File: src/hw/rtl/vtv_fifo.sv
// Small register queue used between the front, back and the output side.
// No dependencies; width and depth are fixed per use.
module vtv_fifo #(
	parameter int Width = 8,
	parameter int Depth = 4
) (
	input  logic             clk,
	input  logic             arst_n,
	input  logic             push,
	input  logic [Width-1:0] wdata,
	output logic             full,
	input  logic             pop,
	output logic [Width-1:0] rdata,
	output logic             empty
);
	localparam int PtrW = $clog2(Depth);

	logic [Width-1:0] mem_q [Depth];
	logic [PtrW-1:0]  wr_q, rd_q;
	logic [PtrW:0]    cnt_q;
	logic             do_push, do_pop;

	assign full    = (cnt_q == (PtrW+1)'(Depth));
	assign empty   = (cnt_q == '0);
	assign do_push = push && !full;
	assign do_pop  = pop && !empty;
	assign rdata   = mem_q[rd_q];

	// Store incoming words
	always_ff @(posedge clk) begin
		if (do_push)
			mem_q[wr_q] <= wdata;
	end

	// Advance pointers and count
	always_ff @(posedge clk or negedge arst_n) begin
		if (!arst_n) begin
			wr_q  <= '0;
			rd_q  <= '0;
			cnt_q <= '0;
		end else begin
			if (do_push)
				wr_q <= (wr_q == PtrW'(Depth-1)) ? '0 : wr_q + 1'b1;
			if (do_pop)
				rd_q <= (rd_q == PtrW'(Depth-1)) ? '0 : rd_q + 1'b1;
			cnt_q <= cnt_q + (PtrW+1)'(do_push) - (PtrW+1)'(do_pop);
		end
	end
endmodule

File: config.mk
export PLATFORM = sky130hd
export DESIGN_NAME = vtv_fifo
export DESIGN_NICKNAME = d
export VERILOG_FILES = /design/src/hw/rtl/vtv_fifo.sv
export SDC_FILE = /design/constraint.sdc
export NUM_CORES = 1
export LEC_CHECK = 0
export BUFFER_PORTS_ARGS = -buffer_cell sky130_fd_sc_hd__buf_4
export CAP_MARGIN = 20
export CORE_MARGIN = 8
export CORE_UTILIZATION = 59
export CTS_BUF_LIST = sky130_fd_sc_hd__clkbuf_16
export DETAILED_ROUTE_END_ITERATION = 8
export PLACE_DENSITY = 0.94
export SETUP_SLACK_MARGIN = 0.5
export SKIP_LAST_GASP = 1
export SYNTH_ARGS = -nofsm -noshare
export SYNTH_HDL_FRONTEND = slang
export SYNTH_SLANG_ARGS = --single-unit
export TNS_END_PERCENT = 30
File: constraint.sdc
create_clock -name clk -period 4 [get_ports clk]
set_input_delay 0.8 -clock clk [delete_from_list [all_inputs] [get_ports clk]]
set_output_delay 0.8 -clock clk [all_outputs]
set_load 0.01 [all_outputs]
==> reports/qor.yml <==
drt:
  first_pass_iters: 4
  drt_iter0_markers: 54
  vias_per_cell: 5.439
  wl_per_cell_um: 19.25
  drt_wl_total_mm: 2.676
  postRouteAntennaNets: 0
  drc: 0
  vias: 756
pwr:
  p_total_uw: 1452
  cellLeakagePower_uw: 0.0007485
  power.internal_uw: 1033
  cellPowerDensity_nw_per_um2: 753.7
  peakVddDrop_uv: 672.6
  clockPowerShare: 0.248
  switching_share: 0.2884
  pwr-share-seq: 0.443
  combPwrFrac: 0.309
  power.switching_uw: 418.9
timing:
  hold_viol: 0
  fin_tns_setup_ps: 0
  clock_skew_ps: 3.152
  worst_pin_slew_ps: 596.7
  maxSlewHeadroom: 0.6022
  finalSetupViolCount: 0
  finalMaxSlewViolations: 0
  min_period_ps: 2538
  period_share: 0.6345
  fmax_ghz: 0.3940
  rsz0062_at_grt: "no"
grt:
  grt_pass1_wl_mm: 4.367
  grt.total_usage: 0.1386
  first_global_vias: 865
  grt_overflow: 0
  antenna_found_initial: 0
  grt_max_degree: 12
cts:
  clkLatencyLatePin_ps: 280
  root_buffer: "clkbuf_16"
  cts_resized: 0
  cts-hold-fix-buffers: 0
  cts_max_path_buffers: 2
  cts.clk_slew.worst_paths_ps: 50
  clock-sinks: 39
  cts_tree: "yes"
  h-tree-depth: 2
  numCtsBuffers: 5
  cts_post_setup_buffers_inserted: 0
yosys:
  yosysTopAreaCell: "edfxtp_1"
  syn_nets: 101
  syn_inst: 81
  synth_sequential_area_ratio: 0.7088
  synth_top_area_share: 0.5995
  ys_warn_count: 0
  synth-seq-cells: 39
  ys_types: 19
  syn_area_um2: 1603
  synth.area.top_cells: "edfxtp_1 (60%), mux4_2 (11%), dfrtp_1 (11%)"
  syn_avg_cell_area_um2: 19.79
final_layout:
  area_delta_synth_final_pct: 20.22
  antenna-diode-count: 0
  num-fill-cells: 174
  utilization: 0.7237
  stdcell_count: 139
  multiInputGateArea_um2: 431.7
  seqCellArea_um2: 1136
  drive_gt1_frac: 0.3704
  fin_nets: 127
setup_path:
  critPathMaxStageDelay_ps: 720
  required_ps: 3200
  cpMaxStageDelayCell: "dfrtp_1"
  crit_path_end_kind: "output port"
  start_kind: "flip-flop"
  critPathKind: "reg -> out"
  crit_arrival_ps: 1740
  cp_cell_sequence: "mux4_2 > buf_4"
  crit_fanout: 11
die:
  die-height_um: 68.12
  row_count: 19
  initial_core_util: 0.6020
  die_width_um: 68.12
  core-area_um2: 2663
  boundaryPins: 22
  dieArea_um2: 4640
run:
  maxCapViolCount: 0
worst_hold_path:
  hp-class: "in -> async"
place:
  place_inst: 131
  numPortBuffers: 21
  place_congestion: 0.6873
outcome:
  status: "completed"
==> critical path: cells and delay by family, from the launching register on <==
kind / cells / cell delay (ps)
DFF: 1 / 720
buffers and inverters: 1 / 160
muxes: 1 / 580
==> state kept, by name, indices dropped and copies added, names as in the netlist <==
name	count
cnt_q	3
mem_q	32
rd_q	2
wr_q	2
==> stage by stage <==
step / instance area [um2] / hold WS, ps / worst slack, ps
after detailed placement: 1790 / 598.3 / 1462
after global placement: 1790 / 576.1 / 1575
final: 1927 / 324.0 / 1462
after global routing: 1927 / 325.2 / 1348
after floorplan: 1603 / 504.4 / 1706
after CTS: 1927 / 319.7 / 1410
==> Yosys cell counts <==
cell type	number
and2_1	4
buf_2	1
clkbuf_1	1
dfrtp_1	7
edfxtp_1	32
fa_1	1
ha_1	7
inv_1	7
mux2_2	2
mux2_4	1
mux4_2	8
nand2_1	1
nand2b_4	1
nor2_1	2
nor2b_2	1
nor3_1	1
nor3b_4	1
o22ai_1	1
xnor2_1	2
==> placed cells by master (no fill, tap or decap) <==
cell type,n
and2_1,4
buf_4,21
clkbuf_16,5
clkinv_1,2
dfrtp_1,7
edfxtp_1,32
fa_1,1
ha_1,7
inv_1,8
mux2_2,2
mux2_4,1
mux4_2,8
nand2_1,1
nand2b_4,1
nor2_1,2
nor2b_2,1
nor3_1,1
nor3b_4,1
o22ai_1,1
xnor2_1,2
==> routing by layer <==
layer,GRT usage,vias up,routed length (um)
met2,0.2356,23,1408
met4,0.07673,0,58
met3,0.04746,7,175
met1,0.1483,372,1033
met5,0,-,0
li1,-,354,-
==> final timing paths <==
check | end | slack (ps) | start | cells past startpoint
max in group asynchronous | rd_q[0] | 3550 | arst_n | 1
hold reg to reg | cnt_q[0] | 600 | cnt_q[0] | 1
setup / recovery | rdata[0] | 1460 | rd_q[0] | 2
setup reg to reg | cnt_q[2] | 1790 | cnt_q[1] | 9
min in group clk | cnt_q[0] | 600 | cnt_q[0] | 1
hold / removal | cnt_q[0] | 320 | arst_n | 1
==> power by group through the flow <==
stage / Clock (uW) / Sequential (uW) / Combinational [uW]
finish: 360 / 643 / 449
global route: 379 / 659 / 502
CTS: 368 / 648 / 465
detailed placement: 0 / 654 / 465
global placement: 0 / 642 / 434
floorplan: 0 / 593 / 337
==> cell type report <==
| type | instances | area share |
|---|---|---|
| clock inverter | 3 | 0.005844 |
| tap | 31 | 0.02013 |
| timing repair buffer | 21 | 0.08182 |
| multi-input combinational | 33 | 0.2240 |
| sequential | 39 | 0.5896 |
| clock buffer | 5 | 0.06493 |
| inverter | 7 | 0.01364 |
==> logic make-up after synthesis <==
logic type	after synthesis	synth area share
flops	39	0.7088
mux	11	0.1358
simple gates	11	0.05152
buf+inv	9	0.02186
fa+ha+maj	8	0.06713
xor+xnor	2	0.01093
compound gates	1	0.003906
(Power assumes the default switching activity.)
